### config.mk
export PLATFORM = sky130hd
export DESIGN_NAME = startup_word_scramble_diff_encode_core_flat
export DESIGN_NICKNAME = d
export VERILOG_FILES = /design/src/hw/rtl/swde_pkg.sv /design/src/hw/rtl/swde_in_if.sv /design/src/hw/rtl/swde_out_if.sv /design/src/hw/rtl/swde_cfg_if.sv /design/src/hw/rtl/startup_word_scramble_diff_encode_core.sv /design/src/hw/rtl/swde_encoder.sv /design/src/flat_wrapper.sv
export SDC_FILE = /design/constraint.sdc
export NUM_CORES = 1
export LEC_CHECK = 0
export ABC_CLOCK_PERIOD_IN_PS = 3500
export BUFFER_PORTS_ARGS = -buffer_cell sky130_fd_sc_hd__buf_4
export CAP_MARGIN = 15
export CORE_MARGIN = 5
export CORE_UTILIZATION = 51
export CTS_CLUSTER_DIAMETER = 80
export DETAILED_ROUTE_END_ITERATION = 12
export PLACE_DENSITY = 0.76
export SYNTH_ARGS = -nofsm -noshare
export SYNTH_HDL_FRONTEND = slang
export SYNTH_SLANG_ARGS = --single-unit
### constraint.sdc
create_clock -name i_clk -period 3.5 [get_ports i_clk]
set_input_delay 0.35 -clock i_clk [delete_from_list [all_inputs] [get_ports i_clk]]
set_output_delay 0.35 -clock i_clk [all_outputs]
set_load 0.03 [all_outputs]
### src/hw/rtl/swde_pkg.sv
// Shared types, constants and the differential table of the startup word encoder
package swde_pkg;

    localparam int WORD_W = 16;
    localparam int SCR_W  = 23;
    localparam int DIFF_W = 2;
    localparam int N_SYM  = WORD_W / 2;

    // scrambler taps
    localparam int TAP_HIGH      = 22;
    localparam int TAP_CALLING   = 17;
    localparam int TAP_ANSWERING = 4;

    // request modes
    localparam logic MODE_ENCODE = 1'b0;
    localparam logic MODE_LOAD   = 1'b1;

    typedef logic [DIFF_W-1:0] t_diff;
    typedef logic [SCR_W-1:0]  t_scr;
    typedef logic [WORD_W-1:0] t_word;

    typedef struct packed {
        logic  mode;
        t_word word;
        t_scr  seed_scrambler;
        t_diff seed_diff;
    } t_request;

    typedef struct packed {
        t_word symbols;
        t_scr  scrambler_now;
        t_diff diff_now;
    } t_result;

    // next differential state, indexed by [previous state][dibit]
    localparam t_diff DIFF_TABLE [0:3][0:3] = '{
        '{2'd2, 2'd3, 2'd0, 2'd1},
        '{2'd0, 2'd2, 2'd1, 2'd3},
        '{2'd3, 2'd1, 2'd2, 2'd0},
        '{2'd1, 2'd0, 2'd3, 2'd2}
    };

    function automatic t_diff diff_next(input t_diff st, input t_diff dibit);
        return DIFF_TABLE[st][dibit];
    endfunction

    // one scrambled bit: input XOR bit 22 XOR side tap
    function automatic logic scr_bit(input t_scr reg_v, input logic calling,
                                     input logic data);
        logic side;
        side = calling ? reg_v[TAP_CALLING] : reg_v[TAP_ANSWERING];
        return data ^ reg_v[TAP_HIGH] ^ side;
    endfunction

endpackage

### src/hw/rtl/swde_in_if.sv
// Request channel: encode or load request with valid/ready
interface swde_in_if;
    logic                 valid;
    logic                 ready;
    logic                 mode;
    swde_pkg::t_word      word;
    swde_pkg::t_scr       seed_scrambler;
    swde_pkg::t_diff      seed_diff;

    modport source (output valid, mode, word, seed_scrambler, seed_diff, input ready);
    modport sink   (input valid, mode, word, seed_scrambler, seed_diff, output ready);
endinterface

### src/hw/rtl/swde_out_if.sv
// Result channel: symbols and updated state with valid/ready
interface swde_out_if;
    logic                 valid;
    logic                 ready;
    swde_pkg::t_word      symbols;
    swde_pkg::t_scr       scrambler_now;
    swde_pkg::t_diff      diff_now;

    modport source (output valid, symbols, scrambler_now, diff_now, input ready);
    modport sink   (input valid, symbols, scrambler_now, diff_now, output ready);
endinterface

### src/hw/rtl/swde_cfg_if.sv
// Configuration write channel: calling side select
interface swde_cfg_if;
    logic valid;
    logic ready;
    logic data;

    modport source (output valid, data, input ready);
    modport sink   (input valid, data, output ready);
endinterface

### src/hw/rtl/startup_word_scramble_diff_encode_core.sv
// Top level of the startup word scrambler and differential encoder
//
// Channels: i_in takes requests (mode, word, seeds), o_out gives one result per
// request (symbols, scrambler_now, diff_now), i_cfg writes the calling side
// select. i_cfg is always ready; write it only while no request is in flight.
// A request is held in an input register, encoded by one pass of combinational
// logic (sixteen scrambler steps, eight table lookups) and captured in the
// result register, where the scrambler and differential state update as well.
// A taken request passes through the input register and then the result register
// before o_out.valid rises. Throughput: one request per cycle while the receiver
// does not stall; each request uses the scrambler and differential state left by
// the request before it.
// Reset (i_rst_n low at a clock edge) clears both registers' valid flags, the
// scrambler, the differential state and the calling side select.
// When the receiver stalls, the result holds and the input register keeps one
// more request; i_in.ready then drops until the result is taken.
module startup_word_scramble_diff_encode_core (
    input  logic       i_clk,
    input  logic       i_rst_n,
    swde_in_if.sink    i_in,
    swde_out_if.source o_out,
    swde_cfg_if.sink   i_cfg
);

    logic               r_in_valid;
    logic               n_in_valid;
    swde_pkg::t_request r_in;
    logic               r_out_valid;
    logic               n_out_valid;
    swde_pkg::t_result  r_out;
    swde_pkg::t_result  n_out;
    swde_pkg::t_scr     r_scr;
    swde_pkg::t_diff    r_diff;
    logic               r_calling_side;
    logic               in_acc;
    logic               adv;

    // handshake
    assign adv         = r_in_valid && (!r_out_valid || o_out.ready);
    assign i_in.ready  = !r_in_valid || adv;
    assign in_acc      = i_in.valid && i_in.ready;
    assign i_cfg.ready = 1'b1;
    assign n_in_valid  = in_acc || (r_in_valid && !adv);
    assign n_out_valid = adv || (r_out_valid && !o_out.ready);

    swde_encoder u_enc (
        .i_calling_side (r_calling_side),
        .i_req          (r_in),
        .i_scr          (r_scr),
        .i_diff         (r_diff),
        .o_res          (n_out)
    );

    // control and kept state
    always_ff @(posedge i_clk) begin
        if (!i_rst_n) begin
            r_in_valid     <= 1'b0;
            r_out_valid    <= 1'b0;
            r_scr          <= '0;
            r_diff         <= '0;
            r_calling_side <= 1'b0;
        end else begin
            r_in_valid  <= n_in_valid;
            r_out_valid <= n_out_valid;
            if (adv) begin
                r_scr  <= n_out.scrambler_now;
                r_diff <= n_out.diff_now;
            end
            if (i_cfg.valid) begin
                r_calling_side <= i_cfg.data;
            end
        end
    end

    // payload registers
    always_ff @(posedge i_clk) begin
        if (in_acc) begin
            r_in.mode           <= i_in.mode;
            r_in.word           <= i_in.word;
            r_in.seed_scrambler <= i_in.seed_scrambler;
            r_in.seed_diff      <= i_in.seed_diff;
        end
        if (adv) begin
            r_out <= n_out;
        end
    end

    // result port
    assign o_out.valid         = r_out_valid;
    assign o_out.symbols       = r_out.symbols;
    assign o_out.scrambler_now = r_out.scrambler_now;
    assign o_out.diff_now      = r_out.diff_now;

endmodule

### src/hw/rtl/swde_encoder.sv
// Combinational scrambler and differential encoder for one request
module swde_encoder (
    input  logic               i_calling_side,
    input  swde_pkg::t_request i_req,
    input  swde_pkg::t_scr     i_scr,
    input  swde_pkg::t_diff    i_diff,
    output swde_pkg::t_result  o_res
);

    swde_pkg::t_scr  scr;
    swde_pkg::t_diff st;
    swde_pkg::t_word sym;
    logic            b0;
    logic            b1;

    // eight symbols, two scrambler steps each, low bit pair first
    always_comb begin
        scr = i_scr;
        st  = i_diff;
        sym = '0;
        b0  = 1'b0;
        b1  = 1'b0;
        for (int i = 0; i < swde_pkg::N_SYM; i++) begin
            b0  = swde_pkg::scr_bit(scr, i_calling_side, i_req.word[2*i]);
            scr = {scr[swde_pkg::SCR_W-2:0], b0};
            b1  = swde_pkg::scr_bit(scr, i_calling_side, i_req.word[2*i+1]);
            scr = {scr[swde_pkg::SCR_W-2:0], b1};
            st  = swde_pkg::diff_next(st, {b1, b0});
            sym[2*i +: swde_pkg::DIFF_W] = st;
        end
    end

    // load requests seed the state and report zero symbols
    always_comb begin
        if (i_req.mode == swde_pkg::MODE_LOAD) begin
            o_res.symbols       = '0;
            o_res.scrambler_now = i_req.seed_scrambler;
            o_res.diff_now      = i_req.seed_diff;
        end else begin
            o_res.symbols       = sym;
            o_res.scrambler_now = scr;
            o_res.diff_now      = st;
        end
    end

endmodule

### src/flat_wrapper.sv
// flat-port wrapper written by rule: the top's interface ports become plain ports
module startup_word_scramble_diff_encode_core_flat 
  (i_clk, i_rst_n, i_in_valid, i_in_mode, i_in_word, i_in_seed_scrambler, i_in_seed_diff, i_in_ready, o_out_valid, o_out_symbols, o_out_scrambler_now, o_out_diff_now, o_out_ready, i_cfg_valid, i_cfg_data, i_cfg_ready);
  swde_in_if i_in_i ();
  swde_out_if o_out_i ();
  swde_cfg_if i_cfg_i ();
  input  logic i_clk;
  input  logic i_rst_n;
  input wire logic [$bits(i_in_i.valid)-1:0] i_in_valid;
  input wire logic [$bits(i_in_i.mode)-1:0] i_in_mode;
  input wire logic [$bits(i_in_i.word)-1:0] i_in_word;
  input wire logic [$bits(i_in_i.seed_scrambler)-1:0] i_in_seed_scrambler;
  input wire logic [$bits(i_in_i.seed_diff)-1:0] i_in_seed_diff;
  output wire logic [$bits(i_in_i.ready)-1:0] i_in_ready;
  output wire logic [$bits(o_out_i.valid)-1:0] o_out_valid;
  output wire logic [$bits(o_out_i.symbols)-1:0] o_out_symbols;
  output wire logic [$bits(o_out_i.scrambler_now)-1:0] o_out_scrambler_now;
  output wire logic [$bits(o_out_i.diff_now)-1:0] o_out_diff_now;
  input wire logic [$bits(o_out_i.ready)-1:0] o_out_ready;
  input wire logic [$bits(i_cfg_i.valid)-1:0] i_cfg_valid;
  input wire logic [$bits(i_cfg_i.data)-1:0] i_cfg_data;
  output wire logic [$bits(i_cfg_i.ready)-1:0] i_cfg_ready;
  assign i_in_i.valid = i_in_valid;
  assign i_in_i.mode = i_in_mode;
  assign i_in_i.word = i_in_word;
  assign i_in_i.seed_scrambler = i_in_seed_scrambler;
  assign i_in_i.seed_diff = i_in_seed_diff;
  assign i_in_ready = i_in_i.ready;
  assign o_out_valid = o_out_i.valid;
  assign o_out_symbols = o_out_i.symbols;
  assign o_out_scrambler_now = o_out_i.scrambler_now;
  assign o_out_diff_now = o_out_i.diff_now;
  assign o_out_i.ready = o_out_ready;
  assign i_cfg_i.valid = i_cfg_valid;
  assign i_cfg_i.data = i_cfg_data;
  assign i_cfg_ready = i_cfg_i.ready;
  startup_word_scramble_diff_encode_core u_core (.i_clk(i_clk), .i_rst_n(i_rst_n), .i_in(i_in_i), .o_out(o_out_i), .i_cfg(i_cfg_i));
endmodule
==> out/metrics.yaml <==
gp_congestion: 0.881
track_usage_pct: 20.0
first_pass_iters: 5
cp_cell_sequence: "xnor2_2 -> buf_4 -> xnor3_2 -> and3_4 -> nor4_4 -> buf_6 -> mux2i_4 -> or2_4 -> a2111oi_4 -> buf_6 -> nor2_4 -> a211oi_2 -> a211oi_2"
core_area_mm2: 0.0108
fin_skew_ps: 11.5
drv_cap: 0
post-route-drc-count: 0
arrival_ps: 3590
drv_slew: 0
cp_max_fo: 4
hold_end: "u_core.r_in[23]"
wl_met3_um: 647
synthesis.area_mm2: 0.00566
synth_cell_types: 59
ys_warn_count: 0
portBuffers: 90
h-tree-depth: 3
antenna_left: 0
slowest_stage: "edfxtp_1"
synth_enable_flop_cells: 83
max_slew.worst_pin.slew_ps: 1040
grt_first_pass_wirelength_um: 20100
cts_buffers: 9
final_core_util_pct: 66.1
routed_via_density: 5.46
detailed_place_hpwl_um: 9360
synth_seq_cells: 111
r2r_end: "u_core.o_out.symbols[13]"
grt_overflow: 0
dieArea_mm2: 0.0133
antenna_found_initial: 0
via_count: 3972
powerDensity_mw_per_mm2: 643
dr.first_iter.drc_count: 239
slew_headroom_pct: 31.0
p_leak_nw: 2.82
syn_inst: 459
layout_min_cycle_time_ps: 3470
cts.sinks: 111
syn_area_per_cell_um2: 12.3
crit_type: "flip-flop to flip-flop"
start_util_pct: 52.2
final_cells: 728
die_h_um: 115
synth_ff_type: "edfxtp_1"
finalSetupViolations: 0
post_drt_wl_per_cell_um: 18.0
async_reset_ff_share_pct: 0
yosysSeqAreaShare_pct: 54.0
tritoncts: "built"
clk_path_buf_depth: 2
areaGrowthSynthToFinish_pct: 26.6
min_from: "i_in_seed_scrambler[21]"
rsz0062_at_grt: "yes"
dp_cells: 698
cpPeakStageDelay_ps: 470
hold_path_class: "input pin to flip-flop"
regArea_mm2: 0.00306
grt_max_degree: 55
reg2reg_depth: 13
required_ps: 3620
grt_pass1_vias: 3933
boundaryPins: 92
num_rows: 38
power_mw: 4.60
worstSetupEndpointType: "flip-flop"
fmax_mhz: 289
whs_ps: 122
met1_length_um: 5350
clock_latency_ps: 400
met2_length_um: 6770
clock-root-buffer: "clkbuf_8"
drive_gt1_share_pct: 34.9
vdd_ir_drop_max_mv: 0.481
ff2ff_setup_slack_ps: 30
hold_viol: 0
start_kind: "flip-flop"
multi_input_area_mm2: 0.00267
setup_tns_ps: 0
min_path_cells: 1
top_layer_used: "met4"
diodes: 0
die_x_um: 115
nNetsFinal: 631
routed_wl_um: 13100
r2r-start: "u_core.r_in[27]"
outcome: "finished, final reports clean"
synthesis.nets: 507
fill_cells: 850
clkSlewWorstSetupHoldPaths_ps: 100
period_share_pct: 99.0
-- critical path, delay by kind of cell, from the launching register on --
| kind | cells | cell delay [ps] |
|---|---|---|
| AO/OA/AOI/OAI | 3 | 670 |
| XOR/XNOR | 2 | 580 |
| buffers and inverters | 3 | 540 |
| flip-flops | 1 | 470 |
| multiplexers | 1 | 90 |
| AND/OR/NAND/NOR | 4 | 820 |
-- power breakdown --
part	total, mW	switching (mW)	internal (mW)	leakage (nW)
Sequential	1.63	0.0552	1.57	1.03
Clock	0.881	0.407	0.474	0.112
Combinational	2.10	1.12	0.981	1.68
Total	4.60	1.58	3.03	2.82
-- sequential cells by signal (all words and copies together), names as in the netlist --
| name | flops |
|---|---|
| u_core.o_out.valid | 1 |
| u_core.r_scr | 23 |
| u_core.o_out.diff_now | 2 |
| u_core.r_in_valid | 1 |
| u_core.o_out.symbols | 16 |
| u_core.o_out.scrambler_now | 23 |
| u_core.r_calling_side | 1 |
| u_core.r_diff | 2 |
| u_core.r_in | 42 |
-- cells in the final DEF (no fill, tap or decap), types with 7 or more instances in the layout --
cell	instances
mux2i_4	7
a211oi_1	10
xnor2_1	28
nor2_1	19
nand2_1	72
dfxtp_1	26
a21boi_0	23
mux2i_1	12
o21ai_0	17
a21oi_1	9
edfxtp_1	83
xor2_1	11
mux2_2	11
buf_4	127
xnor3_1	10
clkbuf_8	9
-- final cells by class --
| type | instances | share of cell area (%) |
|---|---|---|
| Clock buffer | 12 | 1.89 |
| Clock inverter | 4 | 1.31 |
| Inverter | 5 | 0.262 |
| Multi-Input combinational cell | 324 | 37.3 |
| Sequential cell | 111 | 42.7 |
| Tap cell | 140 | 2.45 |
| Timing Repair Buffer | 132 | 14.1 |
-- logic make-up (layout without fill, tap and decap cells) --
| family | count (synthesis) | count (layout) | share of synthesized area (%) |
|---|---|---|---|
| xor+xnor | 62 | 62 | 13.8 |
| mux | 34 | 34 | 6.33 |
| compound gates | 93 | 93 | 11.8 |
| other cells | 1 | 1 | 0.0663 |
| flops | 111 | 111 | 54.0 |
| buf+inv | 24 | 153 | 2.76 |
| simple gates | 134 | 134 | 11.2 |
-- how the worst max path moves through the flow --
stage,from,cells after the start,end,slack (ps)
after floorplan,u_core.r_calling_side,11,u_core.r_diff[0],10
after CTS,u_core.r_in[27],12,u_core.r_diff[1],5
after global placement,u_core.r_calling_side,11,u_core.r_diff[0],100
after detailed placement,u_core.r_in[27],11,u_core.r_diff[1],-20
after global routing,u_core.r_in[27],13,u_core.r_diff[1],-120
final,u_core.r_in[27],13,u_core.o_out.symbols[13],30
-- what timing repair did --
action | in CTS | in global routing
buffers inserted | 1 | 12
pin swaps | 2 | 12
gates resized for setup | 0 | 42
gates cloned | 0 | 1
hold buffers | 0 | 0
endpoints found under the setup margin | 6 | 8
-- synthesized netlist by cell type (3+ instances only) --
master | instances | share of area (%)
nor2_1 | 20 | 1.3
o21a_1 | 3 | 0.40
xnor3_1 | 11 | 4.4
xnor2_2 | 3 | 0.86
a21oi_1 | 10 | 0.88
buf_6 | 3 | 0.60
xnor2_1 | 32 | 5.0
dfxtp_1 | 28 | 9.9
mux2i_1 | 22 | 3.9
edfxtp_1 | 83 | 44
clkbuf_1 | 10 | 0.66
o31ai_1 | 3 | 0.40
nor3_1 | 8 | 0.71
nand2b_1 | 4 | 0.44
inv_1 | 3 | 0.20
o21ai_0 | 18 | 1.6
nor2b_1 | 6 | 0.66
nand3_1 | 4 | 0.35
nand4_1 | 3 | 0.33
o211a_1 | 3 | 0.53
nand2_1 | 72 | 4.8
mux2_2 | 11 | 2.2
o211ai_1 | 6 | 0.80
a211oi_1 | 13 | 1.7
xor2_1 | 12 | 1.9
a21boi_0 | 23 | 3.1
-- per-stage QoR --
stage | setup slack [ps] | cell area, um2
2_1_floorplan | 15.0 | 5690
3_5_place_dp | -15.4 | 6620
4_1_cts | 4.85 | 6850
5_1_grt | -119 | 7160
6_report | 34.6 | 7160
3_3_place_gp | 99.3 | 6620
-- layer usage --
layer	up-vias	global-route usage, %
li1	1920	-
met1	1920	24.1
met2	108	34.5
met3	24	4.16
met4	0	9.39
met5	-	0
(Power assumes the default switching activity.)
